**src/epoch_seconds_to_calendar_top_assert.svh**
```systemverilog
// ----------------------------------------------------------------------------
// Assertion macros for the epoch to calendar converter
// Shared property forms, clocked on clk and quiet while rst_n is low.
// ----------------------------------------------------------------------------
`ifndef EPOCH_SECONDS_TO_CALENDAR_TOP_ASSERT_SVH
`define EPOCH_SECONDS_TO_CALENDAR_TOP_ASSERT_SVH

// Condition that must hold at every edge out of reset
`define ESC_ASSERT_ALWAYS(label, cond, msg) \
    label: assert property (@(posedge clk) disable iff (!rst_n) (cond)) else $error(msg);

// Consequent that must hold in the same cycle as the antecedent
`define ESC_ASSERT_IMPLY(label, ante, cons, msg) \
    label: assert property (@(posedge clk) disable iff (!rst_n) (ante) |-> (cons)) \
        else $error(msg);

`endif

```
**src/esc_pkg.sv**
```systemverilog
// ----------------------------------------------------------------------------
// esc_pkg
// Constants, types and the month start table for the epoch to calendar block.
// ----------------------------------------------------------------------------
`default_nettype none

package esc_pkg;

    localparam int unsigned SECS_PER_DAY   = 86400;
    localparam int unsigned LOW_SHIFT      = 7;
    localparam int unsigned DAY_DIV        = SECS_PER_DAY >> LOW_SHIFT;
    localparam int unsigned SECS_PER_MIN   = 60;
    localparam int unsigned MINS_PER_HOUR  = 60;

    localparam int unsigned DAYS_TO_MARCH_ZERO = 719468;
    localparam int unsigned DAYS_PER_ERA       = 146097;
    // A 32-bit count of seconds only reaches eras four and five
    localparam int unsigned ERA_LO             = 4;
    localparam int unsigned ERA_SPLIT          = (ERA_LO + 1) * DAYS_PER_ERA
                                                 - DAYS_TO_MARCH_ZERO;
    localparam int unsigned ERA_LO_OFFSET      = DAYS_TO_MARCH_ZERO - ERA_LO * DAYS_PER_ERA;
    localparam int unsigned YEAR_BASE_LO       = ERA_LO * 400;
    localparam int unsigned YEAR_BASE_HI       = (ERA_LO + 1) * 400;

    localparam int unsigned DAYS_4Y        = 1460;
    localparam int unsigned DAYS_100Y      = 36524;
    localparam int unsigned DAYS_400Y_LAST = 146096;
    localparam int unsigned DAYS_PER_YEAR  = 365;
    localparam int unsigned MONTH_SPAN     = 153;

    localparam logic [3:0] MONTH_FEB        = 4'd2;
    localparam logic [3:0] MP_JAN           = 4'd10;

    typedef struct packed {
        logic [4:0] hour;
        logic [5:0] minute;
        logic [5:0] second;
    } hms_t;

    // First day of the month within a March-based year, (153 * mp + 2) / 5
    function automatic logic [8:0] month_start(input logic [3:0] mp);
        logic [8:0] start;
        case (mp)
            4'd0:    start = 9'd0;
            4'd1:    start = 9'd31;
            4'd2:    start = 9'd61;
            4'd3:    start = 9'd92;
            4'd4:    start = 9'd122;
            4'd5:    start = 9'd153;
            4'd6:    start = 9'd184;
            4'd7:    start = 9'd214;
            4'd8:    start = 9'd245;
            4'd9:    start = 9'd275;
            4'd10:   start = 9'd306;
            4'd11:   start = 9'd337;
            default: start = 9'd0;
        endcase
        return start;
    endfunction

endpackage

`default_nettype wire

```
**src/esc_const_div.sv**
```systemverilog
// ----------------------------------------------------------------------------
// esc_const_div
// Two-stage division by a constant: reciprocal multiply, then one correction.
// ----------------------------------------------------------------------------
`default_nettype none

module esc_const_div #(
    parameter int W  = 17,
    parameter int D  = 60,
    parameter int QW = 11
) (
    input  wire logic                  clk,
    input  wire logic                  en_mul,
    input  wire logic                  en_cor,
    input  wire logic [W-1:0]          x,
    output logic      [QW-1:0]         q,
    output logic      [$clog2(D)-1:0]  r
);

    localparam int RW = $clog2(D);
    localparam longint unsigned MAGIC = (64'd1 << W) / 64'(D);
    localparam logic [W-1:0] MC = W'(MAGIC);
    localparam logic [W-1:0] DC = W'(D);

    logic [W-1:0]    x_reg;
    logic [2*W-1:0]  prod_reg;
    logic [QW-1:0]   q_reg;
    logic [RW-1:0]   r_reg;

    logic [W-1:0]    q0;
    logic [W-1:0]    r0;
    logic            fix;
    logic [W-1:0]    q_next;
    logic [W-1:0]    r_next;

    // Estimate is low by at most one since x < 2**W
    always_ff @(posedge clk)
    begin
        if (en_mul)
        begin
            x_reg    <= x;
            prod_reg <= (2*W)'(x) * (2*W)'(MC);
        end
        if (en_cor)
        begin
            q_reg <= q_next[QW-1:0];
            r_reg <= r_next[RW-1:0];
        end
    end

    always_comb
    begin
        q0     = prod_reg[2*W-1:W];
        r0     = x_reg - q0 * DC;
        fix    = (r0 >= DC);
        q_next = fix ? q0 + W'(1) : q0;
        r_next = fix ? r0 - DC : r0;
    end

    assign q = q_reg;
    assign r = r_reg;

endmodule

`default_nettype wire

```
**src/epoch_seconds_to_calendar_top.sv**
```systemverilog
// ----------------------------------------------------------------------------
// epoch_seconds_to_calendar_top
// Converts seconds since 1970-01-01 00:00 UTC into Gregorian date and time.
// ----------------------------------------------------------------------------
// Usage:
//   Input channel in_valid / in_stall carries one request: epoch_seconds.
//   Output channel out_valid / out_stall carries the calendar fields of that
//   request: cal_year, cal_month, cal_day, hour_of_day, minute_of_hour and
//   second_of_minute. A request moves at an edge with valid high, stall low.
//   Throughput while the output is not stalled is
//   one request per cycle. Each stage holds a valid bit and advances whenever
//   it is empty or the stage after it advances, so a stall on the output only
//   backs up as far as there are full stages; bubbles still fill behind it.
//   in_stall rises only once all 12 stages hold a request under a stall.
//   Reset clears every valid bit; payload registers keep whatever they hold.
//   Each constant divider is a registered
//   reciprocal multiply followed by a registered back-multiply by the
//   constant with a single subtract-and-compare correction.
//   The block has no state between requests and no configuration.
// ----------------------------------------------------------------------------
`default_nettype none

`include "epoch_seconds_to_calendar_top_assert.svh"

module epoch_seconds_to_calendar_top
    import esc_pkg::*;
(
    input  wire logic        clk,
    input  wire logic        rst_n,

    input  wire logic        in_valid,
    output logic             in_stall,
    input  wire logic [31:0] epoch_seconds,

    output logic             out_valid,
    input  wire logic        out_stall,
    output logic      [11:0] cal_year,
    output logic      [3:0]  cal_month,
    output logic      [4:0]  cal_day,
    output logic      [4:0]  hour_of_day,
    output logic      [5:0]  minute_of_hour,
    output logic      [5:0]  second_of_minute
);

    localparam int NS = 12;

    // ---------------------------------------------------------------- control
    logic [NS:1]   v_reg;
    logic [NS+1:1] adv;

    // Advance a stage when it is empty or its successor advances
    always_comb
    begin
        adv[NS+1] = !out_stall;
        for (int k = NS; k >= 1; k--)
        begin
            adv[k] = !v_reg[k] || adv[k+1];
        end
    end

    always_ff @(posedge clk or negedge rst_n)
    begin
        if (!rst_n)
        begin
            v_reg <= '0;
        end
        else
        begin
            if (adv[1])
            begin
                v_reg[1] <= in_valid;
            end
            for (int k = 2; k <= NS; k++)
            begin
                if (adv[k])
                begin
                    v_reg[k] <= v_reg[k-1];
                end
            end
        end
    end

    assign in_stall  = !adv[1];
    assign out_valid = v_reg[NS];

    // ------------------------------------------------- stages 1-2: day count
    // t / 86400 = (t >> 7) / 675; the low seven bits rejoin the remainder
    logic [15:0] days2;
    logic [9:0]  day_rem2;
    logic [6:0]  tlo1_reg;
    logic [6:0]  tlo2_reg;
    logic [16:0] sod2;

    esc_const_div #(.W(32 - LOW_SHIFT), .D(DAY_DIV), .QW(16)) u_div_day (
        .clk    (clk),
        .en_mul (adv[1]),
        .en_cor (adv[2]),
        .x      (epoch_seconds[31:LOW_SHIFT]),
        .q      (days2),
        .r      (day_rem2)
    );

    always_ff @(posedge clk)
    begin
        if (adv[1]) tlo1_reg <= epoch_seconds[LOW_SHIFT-1:0];
        if (adv[2]) tlo2_reg <= tlo1_reg;
    end

    assign sod2 = {day_rem2, tlo2_reg};

    // ------------------------------------------------ time of day, stages 3-6
    logic [10:0] mtot4;
    logic [5:0]  sec4;
    logic [5:0]  sec5_reg;
    logic [5:0]  sec6_reg;
    logic [4:0]  hour6;
    logic [5:0]  min6;
    hms_t        hms6;
    hms_t        hms_reg [7:NS];

    esc_const_div #(.W(17), .D(SECS_PER_MIN), .QW(11)) u_div_min (
        .clk    (clk),
        .en_mul (adv[3]),
        .en_cor (adv[4]),
        .x      (sod2),
        .q      (mtot4),
        .r      (sec4)
    );

    esc_const_div #(.W(11), .D(MINS_PER_HOUR), .QW(5)) u_div_hour (
        .clk    (clk),
        .en_mul (adv[5]),
        .en_cor (adv[6]),
        .x      (mtot4),
        .q      (hour6),
        .r      (min6)
    );

    assign hms6 = '{hour: hour6, minute: min6, second: sec6_reg};

    // Hold the time fields alongside the date until the output stage
    always_ff @(posedge clk)
    begin
        if (adv[5]) sec5_reg <= sec4;
        if (adv[6]) sec6_reg <= sec5_reg;
        if (adv[7]) hms_reg[7] <= hms6;
        for (int k = 8; k <= NS; k++)
        begin
            if (adv[k]) hms_reg[k] <= hms_reg[k-1];
        end
    end

    // ------------------------------------------------------ date, stages 3-12
    logic [17:0] doe3_reg, doe4_reg, doe5_reg, doe6_reg, doe7_reg, doe8_reg;
    logic        era3_reg, era4_reg, era5_reg, era6_reg, era7_reg, era8_reg;
    logic        era9_reg, era10_reg, era11_reg;
    logic [2:0]  cent4_reg, cent5_reg;
    logic        last4_reg, last5_reg;
    logic [6:0]  quad5;
    logic [17:0] n6_reg;
    logic [8:0]  yoe8;
    logic [8:0]  yoe9_reg, yoe10_reg, yoe11_reg;
    logic [8:0]  doy9_reg, doy10_reg, doy11_reg;
    logic [3:0]  mp11;

    logic        era_hi;
    logic [17:0] doe_next;
    logic [2:0]  cent_next;
    logic [17:0] n_next;
    logic [1:0]  yoe_cent;
    logic [17:0] yoe_days;
    logic [17:0] doy_next;
    logic [10:0] mp_num;

    always_comb
    begin
        // Era index from a single threshold on the day count
        era_hi   = (days2 >= 16'(ERA_SPLIT));
        doe_next = era_hi ? 18'(days2) - 18'(ERA_SPLIT)
                          : 18'(days2) + 18'(ERA_LO_OFFSET);

        cent_next = 3'(doe3_reg >= 18'(DAYS_100Y))
                  + 3'(doe3_reg >= 18'(2 * DAYS_100Y))
                  + 3'(doe3_reg >= 18'(3 * DAYS_100Y))
                  + 3'(doe3_reg >= 18'(4 * DAYS_100Y));

        n_next = doe5_reg - 18'(quad5) + 18'(cent5_reg) - 18'(last5_reg);

        yoe_cent = 2'(yoe8 >= 9'd100) + 2'(yoe8 >= 9'd200) + 2'(yoe8 >= 9'd300);
        yoe_days = 18'(yoe8) * 18'(DAYS_PER_YEAR) + 18'(yoe8[8:2]) - 18'(yoe_cent);
        doy_next = doe8_reg - yoe_days;

        mp_num = 11'(doy9_reg) * 11'd5 + 11'd2;
    end

    esc_const_div #(.W(18), .D(DAYS_4Y), .QW(7)) u_div_quad (
        .clk    (clk),
        .en_mul (adv[4]),
        .en_cor (adv[5]),
        .x      (doe3_reg),
        .q      (quad5),
        .r      ()
    );

    esc_const_div #(.W(18), .D(DAYS_PER_YEAR), .QW(9)) u_div_year (
        .clk    (clk),
        .en_mul (adv[7]),
        .en_cor (adv[8]),
        .x      (n6_reg),
        .q      (yoe8),
        .r      ()
    );

    esc_const_div #(.W(11), .D(MONTH_SPAN), .QW(4)) u_div_month (
        .clk    (clk),
        .en_mul (adv[10]),
        .en_cor (adv[11]),
        .x      (mp_num),
        .q      (mp11),
        .r      ()
    );

    always_ff @(posedge clk)
    begin
        if (adv[3])
        begin
            doe3_reg <= doe_next;
            era3_reg <= era_hi;
        end
        if (adv[4])
        begin
            doe4_reg  <= doe3_reg;
            era4_reg  <= era3_reg;
            cent4_reg <= cent_next;
            last4_reg <= (doe3_reg >= 18'(DAYS_400Y_LAST));
        end
        if (adv[5])
        begin
            doe5_reg  <= doe4_reg;
            era5_reg  <= era4_reg;
            cent5_reg <= cent4_reg;
            last5_reg <= last4_reg;
        end
        if (adv[6])
        begin
            n6_reg   <= n_next;
            doe6_reg <= doe5_reg;
            era6_reg <= era5_reg;
        end
        if (adv[7])
        begin
            doe7_reg <= doe6_reg;
            era7_reg <= era6_reg;
        end
        if (adv[8])
        begin
            doe8_reg <= doe7_reg;
            era8_reg <= era7_reg;
        end
        if (adv[9])
        begin
            doy9_reg <= doy_next[8:0];
            yoe9_reg <= yoe8;
            era9_reg <= era8_reg;
        end
        if (adv[10])
        begin
            doy10_reg <= doy9_reg;
            yoe10_reg <= yoe9_reg;
            era10_reg <= era9_reg;
        end
        if (adv[11])
        begin
            doy11_reg <= doy10_reg;
            yoe11_reg <= yoe10_reg;
            era11_reg <= era10_reg;
        end
    end

    // ----------------------------------------------------- stage 12: output
    logic [11:0] cal_year_reg,  cal_year_next;
    logic [3:0]  cal_month_reg, cal_month_next;
    logic [4:0]  cal_day_reg;
    logic [8:0]  day_next;

    // Drop back from the March-based year to January-based months
    always_comb
    begin
        day_next       = doy11_reg - month_start(mp11) + 9'd1;
        cal_month_next = (mp11 < MP_JAN) ? mp11 + 4'd3 : mp11 - 4'd9;
        cal_year_next  = 12'(yoe11_reg)
                       + (era11_reg ? 12'(YEAR_BASE_HI) : 12'(YEAR_BASE_LO))
                       + 12'(cal_month_next <= MONTH_FEB);
    end

    always_ff @(posedge clk)
    begin
        if (adv[12])
        begin
            cal_year_reg  <= cal_year_next;
            cal_month_reg <= cal_month_next;
            cal_day_reg   <= day_next[4:0];
        end
    end

    assign cal_year         = cal_year_reg;
    assign cal_month        = cal_month_reg;
    assign cal_day          = cal_day_reg;
    assign hour_of_day      = hms_reg[NS].hour;
    assign minute_of_hour   = hms_reg[NS].minute;
    assign second_of_minute = hms_reg[NS].second;

    // ------------------------------------------------------------ assertions
    `ESC_ASSERT_IMPLY(a_no_backpressure, !out_stall, !in_stall,
        "stall without output stall")
    `ESC_ASSERT_IMPLY(a_date_fields, out_valid,
        cal_month >= 4'd1 && cal_month <= 4'd12 && cal_day >= 5'd1 && cal_day <= 5'd31,
        "date field out of range")
    `ESC_ASSERT_IMPLY(a_time_fields, out_valid,
        hour_of_day < 5'd24 && minute_of_hour < 6'd60 && second_of_minute < 6'd60,
        "time field out of range")
    `ESC_ASSERT_IMPLY(a_year_span, out_valid,
        cal_year >= 12'd1970 && cal_year <= 12'd2106,
        "year out of range")

endmodule

`default_nettype wire

```
**config.mk**
```make
export PLATFORM = sky130hd
export DESIGN_NAME = epoch_seconds_to_calendar_top
export DESIGN_NICKNAME = d
export VERILOG_FILES = /design/src/esc_pkg.sv /design/src/esc_const_div.sv /design/src/epoch_seconds_to_calendar_top.sv
export VERILOG_INCLUDE_DIRS = /design/src /design/src/src
export SDC_FILE = /design/constraint.sdc
export NUM_CORES = 2
export LEC_CHECK = 0
export BUFFER_PORTS_ARGS = -buffer_cell sky130_fd_sc_hd__buf_2
export CORE_UTILIZATION = 32
export CTS_BUF_LIST = sky130_fd_sc_hd__clkbuf_16
export DETAILED_ROUTE_END_ITERATION = 16
export SLEW_MARGIN = 20
export SYNTH_ARGS = -nofsm -noshare
export SYNTH_HDL_FRONTEND = slang
export SYNTH_SLANG_ARGS = --single-unit
```
**constraint.sdc**
```tcl
create_clock -name clk -period 11.75 [get_ports clk]
set_input_delay 2.35 -clock clk [delete_from_list [all_inputs] [get_ports clk]]
set_output_delay 2.35 -clock clk [all_outputs]
set_load 0.05 [all_outputs]
```
* After elaboration in Yosys (flattened, before gate mapping)
Memories as Yosys holds them, arrays and structs flattened. A register that Yosys moved wholly into a read port is not among the register bits. Cells that the tools add are included.
Operators by class: $add $sub $neg 35, $mul 14, magnitude comparators 16, multiplexer cells 25, reductions and logical operators 26
Operator list (count):
- $mul A25 B15 Y40 const B | 1
- $ge A18 B17 Y1 const B | 2
- $sub A18 B18 Y18 | 2
- $mul A18 B9 Y27 const B | 1
- $mul A17 B9 Y26 const B | 1
- $mul A18 B8 Y26 const B | 1
- $ge A25 B10 Y1 const B | 1
- $mul A16 B10 Y25 const B | 1
- $sub A25 B25 Y25 | 1
- $sub A11 B11 Y11 | 2
- $add A16 B18 Y18 const B | 1
- $add A18 B3 Y18 | 1
- $ge A18 B11 Y1 const B | 1
- $ge A18 B16 Y1 const B | 1
- $ge A18 B18 Y1 const B | 1
- $ge A18 B9 Y1 const B | 1
- $mul A10 B9 Y18 const B | 1
- $mux W18 | 1
- $mux W9 | 2
- $sub A18 B1 Y18 | 1
- $sub A18 B7 Y18 | 1
- $ge A17 B6 Y1 const B | 1
- $sub A16 B14 Y17 const B | 1
- $sub A17 B17 Y17 | 1
- 47 further kinds | 88
Storage, ports and cells: bits in registers 527, RAM bits 102, bits in read-only memories 144, bits of input ports 36, output and inout port bits 40, logic and storage cells 183, memories 2
Memory list:
- (name not given) | depth 16, bits a word 9, rd ports 1, clocked after memory_dff 1, write ports 0, RTL line esc_pkg.sv:43 | case (mp)
- hms_reg | depth 6, bits a word 17, rd ports 6, clocked after memory_dff 0, write ports 6, RTL line epoch_seconds_to_calendar_top.sv:119 | hms_t hms_reg [7:NS];

* Depth between registers and ports, before layout
depth after elaboration 14, mapped depth 27, depth with buffers taken out 27

* Cells and area by module
Synthesis repeated with hierarchy kept, for this count alone.
Second synthesis, totals: cells, all modules 4346, area, all modules 49686.4 um^2
By module, submodules not included:
- epoch_seconds_to_calendar_top | instances 1, cells each 954, area an instance 14472.6 um^2
- esc_const_div (u_div_day) | instances 1, cells each 1160, area an instance 11835.1 um^2
- esc_const_div (u_div_year) | instances 1, cells each 700, area an instance 7230.7 um^2
- esc_const_div (u_div_quad) | instances 1, cells each 615, area an instance 6283.5 um^2
- esc_const_div (u_div_min) | instances 1, cells each 475, area an instance 4948.5 um^2
- esc_const_div (u_div_month) | instances 1, cells each 258, area an instance 2713.9 um^2
- esc_const_div (u_div_hour) | instances 1, cells each 184, area an instance 2202.1 um^2

* Least setup slack after synthesis
No wires, ideal clock.
path type in2out, start input out_stall, end output in_stall, arrival time 7.959 ns, data required time 9.400 ns, setup slack 1.441 ns, stages 8, buffers on the path 1, cells stage by stage and3_1 clkbuf_1 nand2_1 nor2_1 nand3_1 nor2_1 nand3_1 inv_1
On the way: word-level cells in the longest chain between the ends 14
Ends and longest elaborated chain:
- start: declaration | RTL line epoch_seconds_to_calendar_top.sv:36 | input wire logic out_stall,
- $logic_not A1 Y1 | RTL line epoch_seconds_to_calendar_top.sv:54 | adv[NS+1] = !out_stall;
- $logic_or A1 B1 Y1 (3 in a row) | RTL line epoch_seconds_to_calendar_top.sv:57 | adv[k] = !v_reg[k] || adv[k+1];
- net adv (one bit) | RTL line epoch_seconds_to_calendar_top.sv:49 | logic [NS+1:1] adv;
- $logic_or A1 B1 Y1 (6 in a row) | RTL line epoch_seconds_to_calendar_top.sv:57
- net adv (one bit) | RTL line epoch_seconds_to_calendar_top.sv:49
- $logic_or A1 B1 Y1 (3 in a row) | RTL line epoch_seconds_to_calendar_top.sv:57
- $logic_not A1 Y1 | RTL line epoch_seconds_to_calendar_top.sv:83 | assign in_stall = !adv[1];
- end: declaration | RTL line epoch_seconds_to_calendar_top.sv:32 | output logic in_stall,
The timed path passes the listed nets, and every way through them passes these cells.

* Worst setup path in the final report
Same ends and word-level chain as after synthesis.

==> flow_metrics.env <==
export IMPL_status="finished clean"
export IMPL_cts_tree="yes"
export IMPL_gr_total_overflow=0
export IMPL_crit_fanout=50
export IMPL_grt_max_degree=57
export IMPL_maxCapViolations=0
export IMPL_grt_pass1_vias=29600
export IMPL_cp_end_kind="output pin"
export IMPL_cts_setup_buffers=0
export IMPL_crit_path_start_kind="primary input"
export IMPL_skew_ns=0.0789
export IMPL_syn_nets=5394
export IMPL_clockBufferDepth=3
export IMPL_ys_seq_area_share_pct=34.2
export IMPL_dp_hpwl_um=75100
export IMPL_synth_area_um2=47200
export IMPL_tightestPinTransition_ns=1.01
export IMPL_grt_antenna_before_repair=5
export IMPL_synthToLayoutAreaGrowth_pct=9.74
export IMPL_post_route_period_util_pct=67.8
export IMPL_num_nets_final=5504
export IMPL_drc=0
export IMPL_multi_input_area_um2=27400
export IMPL_slew_headroom_pct=32.6
export IMPL_clk_latency_ns=0.67
export IMPL_drive_above_1_share_pct=5.21
export IMPL_ctsResizeCount=0
export IMPL_grt_pass1_wl_um=150000
export IMPL_num_fill_cells=14400
export IMPL_grt_use_total_pct=12.5
export IMPL_cts_hold_buf=0
export IMPL_wl_um=90900
export IMPL_cts_sinks=540
export IMPL_tns_ns=0
export IMPL_fmax_ghz=0.125
export IMPL_htreeDepth=2
export IMPL_numCtsBuffers=57
export IMPL_slew_violations=0
export IMPL_register_area_um2=16100
export IMPL_fp_dieH_um=386
export IMPL_viasPerCell=4.61
export IMPL_ios=76
export IMPL_ys_ff_latch=540
export IMPL_dieArea_um2=149000
export IMPL_min_path_type="reg2reg"
export IMPL_start_util_pct=32.3
export IMPL_setup_violations=0
export IMPL_fin_crit_ns=7.97
export IMPL_ant_nets=0
export IMPL_crit_type="in2out"
export IMPL_cp_required_ns=9.40
export IMPL_synthFlopType="edfxtp_1"
export IMPL_die_x_um=386
export IMPL_yosys_warnings=0
export IMPL_rows=140
export IMPL_ys_async_sr_fraction_pct=2.22
export IMPL_path_clk_slew_ns=0.07
export IMPL_drtIter0Drc=1380
export IMPL_synth_enable_flop_cells=523
export IMPL_io_buffers=75
export IMPL_place_congestion=0.859
export IMPL_largest_reg_flops=102
export IMPL_first_pass_iters=5
export IMPL_core_um2=146000
export IMPL_rsz0062_at_grt="no"
export IMPL_arrival_ns=5.62
export IMPL_syn_avg_cell_area_um2=11.4
export IMPL_ys_types=81
export IMPL_wl_per_cell_um=14.6
export IMPL_vias=28600
export IMPL_root_buffer="clkbuf_16"
export IMPL_hold_viol=0
export IMPL_postSynthCellCount=4126
worst max-delay path, cell delays in order:
cell and delay [ns]:
buf_2 0.11, and3_1 0.35, nand2_2 0.14, buf_4 0.51, nor2_1 0.23, nand3_2 0.12, buf_4 0.54, nor2_1 0.21
nand3_2 0.12, buf_4 0.57, inv_1 0.08, buf_2 0.23
cells in the final DEF (no fill, tap or decap), types with 14 or more instances in the layout:
cell / netlist / routed
clkbuf_16: 0 / 57
nor2b_1: 44 / 44
nor3_1: 59 / 59
a21oi_1: 131 / 131
nor4_1: 18 / 18
o31ai_1: 14 / 14
nand3_1: 48 / 45
a31oi_1: 27 / 27
a211oi_1: 16 / 16
nand4_1: 27 / 27
inv_1: 910 / 917
buf_2: 0 / 75
nand2b_1: 43 / 43
nor2_1: 145 / 145
o211ai_1: 14 / 14
or3_1: 15 / 15
a21o_1: 57 / 57
xnor2_1: 167 / 167
and3_1: 18 / 18
ha_1: 838 / 838
o21a_1: 41 / 41
o21bai_1: 16 / 16
edfxtp_1: 523 / 523
nand2_1: 134 / 130
fa_1: 394 / 394
o21ai_0: 93 / 93
xor2_1: 81 / 81
through the flow:
| stage | hold slack (ns) | std cells | setup WS [ns] | cell area (µm²) | util [%] |
|---|---|---|---|---|---|
| detailed placement | 0.405 | 6094 | 3.13 | 49800 | 34.2 |
| CTS | 0.350 | 6201 | 3.68 | 51700 | 35.5 |
| global route | 0.354 | 6202 | 3.48 | 51700 | 35.5 |
| floorplan | 0.400 | 4126 | 1.44 | 47200 | - |
| finish | 0.351 | 6204 | 3.78 | 51800 | 35.5 |
| global placement | 0.401 | 6094 | 3.27 | 49800 | 34.2 |
synthesized netlist by cell type (all sizes together), types with 12 or more instances:
master,instances,area share [%]
and3,18,0.24
nand2b,43,0.57
dfrtp,12,0.64
xor2,81,1.5
a211oi,16,0.25
nand3,48,0.51
nor3,59,0.63
o21bai,16,0.25
o211ai,14,0.22
edfxtp,523,33
o21a,41,0.65
a31oi,27,0.36
clkbuf,14,0.11
nor2b,44,0.58
ha,838,22
nand4,27,0.36
xnor2,167,3.1
mux2i,13,0.28
o21ai,95,1.0
nor4,19,0.28
fa,394,17
inv,910,7.2
buf,21,0.33
or3,15,0.20
nand2,134,1.1
a21o,57,0.91
nor2,145,1.2
a21oi,131,1.4
o31ai,14,0.22
worst paths after layout:
check / depth (start not counted) / startpoint / slack, ns / end
worst max-delay path: 12 / out_stall / 3.78 / in_stall
worst min-delay path: 0 / cent4_reg[1] / 0.35 / cent5_reg[1]
worst max register to register: 19 / u_div_day.prod_reg[32] / 4.82 / u_div_day.q[14]
worst min register to register: 0 / cent4_reg[1] / 0.35 / cent5_reg[1]
max in group asynchronous: 1 / rst_n / 9.73 / v_reg[1]
min in group asynchronous: 1 / rst_n / 1.63 / v_reg[6]
cell families after synthesis:
group                      Yosys count  share of synthesized area (%)
adders and majority gates         1232                           39.0
buffers and inverters              946                           7.70
muxes                               24                          0.570
DFF                                540                           34.2
xor gates and xnor gates           248                           4.61
AOI/OAI and AO/OA                  526                           7.43
and+or+nand+nor                    610                           6.58
final cells by class:
| class | count | area share (%) |
|---|---|---|
| Clock buffer | 57 | 2.76 |
| Clock inverter | 50 | 0.945 |
| Tap cell | 1917 | 4.63 |
| Antenna cell | 3 | 0.0145 |
| Inverter | 911 | 6.61 |
| Sequential cell | 540 | 31.1 |
| Timing Repair Buffer | 86 | 0.885 |
| Multi-Input combinational cell | 2640 | 53.0 |
routing by layer:
metal  global-route usage [%]  part of all wire (%)
met2                     22.0                    49
met4                     3.78                   2.9
met5                        0                 0.030
met1                     15.8                    45
met3                     1.51                   2.9
Power is not shown: default switching activity piles up to over one toggle a cycle in this logic, so the estimate is an artifact.
